## config.mk

```make
export PLATFORM = sky130hd
export DESIGN_NAME = encoder_position_speed_capture
export DESIGN_NICKNAME = d
export VERILOG_FILES = /design/src/design/eps_pkg.sv /design/src/design/encoder_position_speed_capture.sv
export SDC_FILE = /design/constraint.sdc
export NUM_CORES = 2
export LEC_CHECK = 0
export BUFFER_PORTS_ARGS = -buffer_cell sky130_fd_sc_hd__clkbuf_2
export CELL_PAD_IN_SITES_DETAIL_PLACEMENT = 1
export CELL_PAD_IN_SITES_GLOBAL_PLACEMENT = 1
export CORE_UTILIZATION = 40
export CTS_BUF_LIST = sky130_fd_sc_hd__clkbuf_8 sky130_fd_sc_hd__clkbuf_16
export DETAILED_ROUTE_END_ITERATION = 8
export HOLD_SLACK_MARGIN = 0.15
export PLACE_DENSITY = 0.77
export SYNTH_ARGS = -nofsm -noshare
export SYNTH_HDL_FRONTEND = slang
export SYNTH_SLANG_ARGS = --single-unit
```

## constraint.sdc

```tcl
create_clock -name clk -period 5.7 [get_ports clk]
set_input_delay 1.14 -clock clk [delete_from_list [all_inputs] [get_ports clk]]
set_output_delay 1.14 -clock clk [all_outputs]
set_load 0.01 [all_outputs]
```

## src/design/eps_pkg.sv

```systemverilog
// Shared types and constants for the encoder position and speed capture block.
`timescale 1ns / 1ps

package eps_pkg;

  localparam int unsigned DATA_W    = 32;
  localparam int unsigned OVF_W     = 16;
  localparam int unsigned CFG_IDX_W = 3;
  localparam int unsigned DIV_CNT_W = 5;

  localparam logic [CFG_IDX_W-1:0] CFG_TIMER_PERIOD   = 3'd0;
  localparam logic [CFG_IDX_W-1:0] CFG_OVERFLOW_LIMIT = 3'd1;
  localparam logic [CFG_IDX_W-1:0] CFG_REVERSE_DIR    = 3'd2;
  localparam logic [CFG_IDX_W-1:0] CFG_SPEED_NUM      = 3'd3;

  localparam logic ACT_TICK    = 1'b0;
  localparam logic ACT_CAPTURE = 1'b1;

  localparam logic [DATA_W-1:0] TIMER_PERIOD_RST   = 32'd65535;
  localparam logic [OVF_W-1:0]  OVERFLOW_LIMIT_RST = 16'd16;
  localparam logic [DATA_W-1:0] SPEED_NUM_RST      = 32'd100;

  localparam logic [DATA_W-1:0] SPEED_POS_MAX = 32'h7FFF_FFFF;
  localparam logic [DATA_W-1:0] SPEED_NEG_MAX = 32'h8000_0000;

  typedef enum logic [5:0] {
    ST_IDLE   = 6'b000001,
    ST_ELAPSE = 6'b000010,
    ST_SIGN   = 6'b000100,
    ST_SETUP  = 6'b001000,
    ST_DIV    = 6'b010000,
    ST_DONE   = 6'b100000
  } state_t;

endpackage

```

## src/design/encoder_position_speed_capture.sv

```systemverilog
// Encoder position tracker with interval capture and serial speed divider.
// Steps: a tick or first capture goes to setup, the divide, then done; a later capture
// goes through elapse and sign first; no divide when stopped or the interval is zero.
// One transaction at a time; done holds while the output register is full and stalled;
// a finished result waits in the output register while the next transaction is taken.
// Reset (synchronous, active low): registers to defaults, position zero, stopped and re-arm set.
`timescale 1ns / 1ps

module encoder_position_speed_capture (
  input  logic                                 clk,
  input  logic                                 rst_n,
  input  logic                                 in_valid,
  output logic                                 in_stall,
  input  logic                                 in_action,
  input  logic [eps_pkg::DATA_W-1:0]           in_capture_value,
  input  logic                                 in_level_a,
  input  logic                                 in_level_b,
  output logic                                 out_valid,
  input  logic                                 out_stall,
  output logic [eps_pkg::DATA_W-1:0]           out_position,
  output logic signed [eps_pkg::DATA_W-1:0]    out_speed,
  output logic                                 out_is_stopped,
  input  logic                                 cfg_valid,
  output logic                                 cfg_ready,
  input  logic [eps_pkg::CFG_IDX_W-1:0]        cfg_index,
  input  logic [eps_pkg::DATA_W-1:0]           cfg_wdata
);

  eps_pkg::state_t state_r;

  logic [eps_pkg::DATA_W-1:0]    timer_period_r;
  logic [eps_pkg::OVF_W-1:0]     overflow_limit_r;
  logic                          reverse_r;
  logic [eps_pkg::DATA_W-1:0]    speed_numerator_r;

  logic [eps_pkg::DATA_W-1:0]    abs_position_r;
  logic [eps_pkg::DATA_W-1:0]    previous_capture_r;
  logic [eps_pkg::OVF_W-1:0]     ovf_count_r;
  logic                          stopped_r;
  logic                          awaiting_r;
  logic [eps_pkg::DATA_W-1:0]    interval_r;

  logic [eps_pkg::DATA_W-1:0]    prod_r;
  logic [eps_pkg::DATA_W-1:0]    cap_r;
  logic [eps_pkg::DATA_W-1:0]    elapsed_r;
  logic                          up_r;
  logic [eps_pkg::DATA_W-1:0]    mag_r;
  logic                          neg_r;
  logic [eps_pkg::DATA_W-1:0]    quot_r;
  logic [eps_pkg::DATA_W-1:0]    rem_r;
  logic [eps_pkg::DIV_CNT_W-1:0] cnt_r;

  logic                          out_valid_r;
  logic [eps_pkg::DATA_W-1:0]    out_position_r;
  logic [eps_pkg::DATA_W-1:0]    out_speed_r;
  logic                          out_is_stopped_r;

  logic                              in_accept;
  logic                              step_up;
  logic [eps_pkg::OVF_W:0]           ovf_inc;
  logic [eps_pkg::DATA_W+eps_pkg::OVF_W-1:0] prod_full;
  logic [eps_pkg::DATA_W:0]          rem_shift;
  logic [eps_pkg::DATA_W:0]          rem_diff;
  logic                              rem_ge;
  logic [eps_pkg::DATA_W-1:0]        quot_clamp;
  logic [eps_pkg::DATA_W-1:0]        speed_nxt;
  logic                              out_load;

  assign in_stall  = (state_r != eps_pkg::ST_IDLE);
  assign in_accept = in_valid && !in_stall;
  assign cfg_ready = 1'b1;

  assign step_up   = (in_level_a != in_level_b) ^ reverse_r;
  assign ovf_inc   = {1'b0, ovf_count_r} + {{eps_pkg::OVF_W{1'b0}}, 1'b1};
  assign prod_full = {{eps_pkg::OVF_W{1'b0}}, timer_period_r}
                   * {{eps_pkg::DATA_W{1'b0}}, ovf_count_r};

  assign rem_shift = {rem_r, quot_r[eps_pkg::DATA_W-1]};
  assign rem_diff  = rem_shift - {1'b0, mag_r};
  assign rem_ge    = !rem_diff[eps_pkg::DATA_W];

  always_comb begin
    quot_clamp = (quot_r > eps_pkg::SPEED_NEG_MAX) ? eps_pkg::SPEED_NEG_MAX : quot_r;
    if (neg_r) begin
      speed_nxt = '0 - quot_clamp;
    end else begin
      speed_nxt = quot_r[eps_pkg::DATA_W-1] ? eps_pkg::SPEED_POS_MAX : quot_r;
    end
  end

  assign out_load = (state_r == eps_pkg::ST_DONE) && (!out_valid_r || !out_stall);

  always_ff @(posedge clk) begin
    if (!rst_n) begin
      timer_period_r    <= eps_pkg::TIMER_PERIOD_RST;
      overflow_limit_r  <= eps_pkg::OVERFLOW_LIMIT_RST;
      reverse_r         <= 1'b0;
      speed_numerator_r <= eps_pkg::SPEED_NUM_RST;
    end else if (cfg_valid && cfg_ready) begin
      unique case (cfg_index)
        eps_pkg::CFG_TIMER_PERIOD:   timer_period_r    <= cfg_wdata;
        eps_pkg::CFG_OVERFLOW_LIMIT: overflow_limit_r  <= cfg_wdata[eps_pkg::OVF_W-1:0];
        eps_pkg::CFG_REVERSE_DIR:    reverse_r         <= cfg_wdata[0];
        eps_pkg::CFG_SPEED_NUM:      speed_numerator_r <= cfg_wdata;
        default: ;
      endcase
    end
  end

  always_ff @(posedge clk) begin
    if (!rst_n) begin
      state_r            <= eps_pkg::ST_IDLE;
      abs_position_r     <= '0;
      previous_capture_r <= '0;
      ovf_count_r        <= '0;
      stopped_r          <= 1'b1;
      awaiting_r         <= 1'b1;
      interval_r         <= '0;
      out_valid_r        <= 1'b0;
    end else begin
      if (out_load) begin
        out_valid_r <= 1'b1;
      end else if (!out_stall) begin
        out_valid_r <= 1'b0;
      end
      unique case (state_r)
        eps_pkg::ST_IDLE: begin
          if (in_accept) begin
            if (in_action == eps_pkg::ACT_TICK) begin
              if (ovf_inc > {1'b0, overflow_limit_r}) begin
                ovf_count_r <= '0;
                stopped_r   <= 1'b1;
                awaiting_r  <= 1'b1;
              end else begin
                ovf_count_r <= ovf_inc[eps_pkg::OVF_W-1:0];
              end
              state_r <= eps_pkg::ST_SETUP;
            end else begin
              ovf_count_r    <= '0;
              abs_position_r <= step_up ? abs_position_r + 32'd1 : abs_position_r - 32'd1;
              up_r           <= step_up;
              cap_r          <= in_capture_value;
              prod_r         <= prod_full[eps_pkg::DATA_W-1:0];
              if (awaiting_r) begin
                awaiting_r         <= 1'b0;
                previous_capture_r <= in_capture_value;
                state_r            <= eps_pkg::ST_SETUP;
              end else begin
                stopped_r <= 1'b0;
                state_r   <= eps_pkg::ST_ELAPSE;
              end
            end
          end
        end
        eps_pkg::ST_ELAPSE: begin
          elapsed_r          <= prod_r + cap_r - previous_capture_r;
          previous_capture_r <= cap_r;
          state_r            <= eps_pkg::ST_SIGN;
        end
        eps_pkg::ST_SIGN: begin
          interval_r <= up_r ? elapsed_r : '0 - elapsed_r;
          state_r    <= eps_pkg::ST_SETUP;
        end
        eps_pkg::ST_SETUP: begin
          rem_r <= '0;
          cnt_r <= '0;
          if (stopped_r || (interval_r == '0)) begin
            quot_r  <= '0;
            neg_r   <= 1'b0;
            state_r <= eps_pkg::ST_DONE;
          end else begin
            quot_r  <= speed_numerator_r;
            neg_r   <= interval_r[eps_pkg::DATA_W-1];
            mag_r   <= interval_r[eps_pkg::DATA_W-1] ? '0 - interval_r : interval_r;
            state_r <= eps_pkg::ST_DIV;
          end
        end
        eps_pkg::ST_DIV: begin
          rem_r  <= rem_ge ? rem_diff[eps_pkg::DATA_W-1:0] : rem_shift[eps_pkg::DATA_W-1:0];
          quot_r <= {quot_r[eps_pkg::DATA_W-2:0], rem_ge};
          cnt_r  <= cnt_r + 1'b1;
          if (cnt_r == {eps_pkg::DIV_CNT_W{1'b1}}) begin
            state_r <= eps_pkg::ST_DONE;
          end
        end
        eps_pkg::ST_DONE: begin
          if (out_load) begin
            state_r <= eps_pkg::ST_IDLE;
          end
        end
        default: state_r <= eps_pkg::ST_IDLE;
      endcase
    end
  end

  always_ff @(posedge clk) begin
    if (out_load) begin
      out_position_r   <= abs_position_r;
      out_speed_r      <= speed_nxt;
      out_is_stopped_r <= stopped_r;
    end
  end

  assign out_valid      = out_valid_r;
  assign out_position   = out_position_r;
  assign out_speed      = out_speed_r;
  assign out_is_stopped = out_is_stopped_r;

endmodule

```

==> results.py <==
metrics = {
    "outcome": {
        "outcome": "finished, violations left",
        "failed_checks": "setup timing",
    },
    "pwr": {
        "p_per_area_nw_per_um2": 236,
        "leakage_uw": 0.0181,
        "peakVddDrop_mv": 0.193,
    },
    "detailed_routing": {
        "drc_errors": 0,
        "antenna_left": 0,
        "totalWireLength_um": 109000,
        "wl_per_cell_um": 19.9,
        "drt_iter0_drc": 1831,
        "vias": 29298,
        "firstDrtPassIters": 5,
        "avgViaCountPerCell": 5.35,
    },
    "logic_synthesis": {
        "ys_warn_count": 0,
        "yosysUniqueCellTypes": 82,
        "netlist_area_um2": 36600,
        "ys.flop_type": "edfxtp_1",
        "synth_area_leader_cell": "edfxtp_1",
        "yosys-top-cells-area": "edfxtp_1 (22%), fa_1 (18%), dfxtp_1 (11%), ha_1 (6.2%), nand2_1 (6.1%)",
        "syn_area_per_cell_um2": 9.12,
        "async_flop_share_pct": 0,
        "synthesis.nets": 4603,
        "synth_edf_count": 264,
        "synth-seq-cells": 466,
        "yosysSeqAreaShare_pct": 32.7,
        "postSynthCellCount": 4010,
        "yosysTopAreaCellShare_pct": 21.7,
    },
    "timing": {
        "timing.fmax_mhz": 162,
        "period_share_pct": 108,
        "slew_headroom_pct": 23.7,
        "tightest_slew_ps": 1140,
        "finalSetupViolations": 9,
        "drv_slew": 0,
        "rsz0062_at_grt": "yes",
        "clock_skew_ps": 37.0,
        "setup_ws_ps": -463,
        "post-route-min-period_ps": 6160,
        "hold_viol": 0,
    },
    "place": {
        "portBuffers": 141,
        "placedCellCount": 5344,
        "dp_hpwl_um": 82400,
        "dpl_worst_slack_ps": -581,
        "place_area_um2": 39900,
        "globalplace.congestion": 0.884,
    },
    "grt": {
        "grt_use_total_pct": 23.2,
        "grt_pass1_wl_um": 172000,
        "grt_pass1_vias": 31478,
        "antenna_found_initial": 6,
        "grt_max_degree": 122,
        "overflow": 0,
    },
    "layout": {
        "layout.nets": 4849,
        "area_growth_pct": 15.8,
        "fin_cells": 5478,
        "final_cell_area_um2": 42400,
        "drive_above_1_share_pct": 14.7,
    },
    "cts": {
        "clkLatencyLatePin_ps": 630,
        "htree_levels": 2,
        "cts_buffers": 52,
        "cts_tree": "done",
        "path_clk_slew_ps": 60,
        "cts_hold_buf": 0,
        "cts-root-buf": "clkbuf_16",
        "clk_path_buf_depth": 3,
        "clock_sinks": 466,
    },
    "floorplanning": {
        "start_util_pct": 40.5,
        "num_io_pins": 143,
        "core_um2": 90300,
        "die_y_um": 304,
        "dieArea_um2": 92700,
        "rows": 110,
        "die_w_um": 304,
    },
    "critical_path": {
        "start_kind": "flip-flop",
        "crit_path_end_kind": "flip-flop",
        "arrival_ps": 6630,
        "worstSetupPathType": "flip-flop to flip-flop",
        "path_max_fanout": 4,
        "worst-r2r-cell-count": 23,
        "required_ps": 6160,
    },
    "min_path": {
        "hold_path_class": "flip-flop to flip-flop",
        "whs_path_depth": 2,
    },
    "run": {
        "cap_violations": 0,
    },
}
## final cells by class
class,instances,area (um^2)
Timing Repair Buffer,378,2780
Antenna cell,2,5.00
Clock buffer,63,1490
Clock inverter,35,269
Multi-Input combinational cell,2812,22300
Inverter,546,2050
Fill cell,10418,47900
Sequential cell,466,12100
Tap cell,1176,1470
## cell usage in the layout (no fill, tap or decap), drive strengths merged, types with 10 or more instances in the layout
master,count
nand2,598
inv,566
fa,337
nor2,282
a21oi,270
edfxtp,264
buf,236
clkbuf,205
dfxtp,202
and2,191
ha,181
xnor2,167
o21ai,125
a211oi,88
nand3,62
a21o,61
xor2,45
nor3,37
mux2i,29
nand2b,27
or3,27
o211ai,24
o21a,23
nor4,21
nand4,20
o31ai,19
o22ai,16
nor2b,16
and3,13
a31oi,12
clkinv,12
or2,11
o21bai,10
## power breakdown
part	switching [uW]	total, uW	internal [uW]
Combinational	1540	2560	1020
Sequential	152	3960	3810
Clock	1480	3470	1990
## Yosys cell counts (25+ instances only)
cell type and number:
and2_1 191, nand3_1 62, fa_1 337, a211oi_1 88
nand2b_1 26, nor3_1 36, or3_1 25, inv_1 545
nand2_1 598, edfxtp_1 264, o21ai_0 103, xor2_1 45
ha_1 181, nor2_1 282, dfxtp_1 202, clkbuf_1 172
a21oi_1 270, mux2i_1 29, xnor2_1 167, a21o_1 61
## path summary, 6_finish.rpt
| check | from | end | slack, ps |
|---|---|---|---|
| max | ovf_count_r[4]$_SDFFE_PN0P_ | prod_r[28]$_DFFE_PP_ | -460 |
| min | speed_numerator_r[15]$_SDFFE_PN0P_ | speed_numerator_r[15]$_SDFFE_PN0P_ | 460 |
| max reg2reg | ovf_count_r[4]$_SDFFE_PN0P_ | prod_r[28]$_DFFE_PP_ | -460 |
| min reg2reg | speed_numerator_r[15]$_SDFFE_PN0P_ | speed_numerator_r[15]$_SDFFE_PN0P_ | 460 |
## worst max-delay path, stage by stage, from the launching register on
cell       delay [ps]
dfxtp_4           370
buf_4             160
and2_1            160
fa_1              550
inv_1              50
fa_1              460
fa_2              550
inv_1              50
fa_1              460
fa_1              520
inv_1              60
fa_1              480
inv_1              60
ha_4              290
o2111ai_4         100
o21bai_4          210
a31oi_4           150
nand3_2           110
a311o_2           400
buf_6             140
buf_6             110
o211ai_1          250
o21ai_1           140
a21oi_1           150
## cell families after synthesis
logic type	Yosys count	share of synthesized area, %
AOI/OAI and AO/OA	711	12.3
adders and majority gates	518	24.6
DFF	466	32.7
buffers and inverters	732	7.59
xor gates and xnor gates	212	5.07
muxes	30	0.824
other	1	0.0102
and+or+nand+nor	1340	16.9
## metrics by stage
step | total power (uW) | utilization [%] | hold WS [ps] | TNS, ps
after floorplan | 5770 | - | 417 | -381
after global placement | 6400 | 44.2 | 433 | -2670
after detailed placement | 6540 | 44.2 | 451 | -3870
after CTS | 10100 | 46.6 | 460 | -1970
after global routing | 10500 | 46.9 | 476 | -4980
final | 9990 | 46.9 | 456 | -2730
## per-layer routing
layer	vias to the layer above	part of all wire, %	global-route usage, %
li1	13655	-	-
met5	-	0.025	0
met1	14767	43	29.7
met4	4	3.0	7.25
met3	205	4.9	3.27
met2	667	49	40.3
## what timing repair did
action,4_1_cts,5_1_grt
setup endpoints to repair,14,15
gates resized for setup,78,65
setup buffers,17,16
cloned,2,1
pin swaps,36,43
Note: power is estimated with default switching activity, not from simulation.
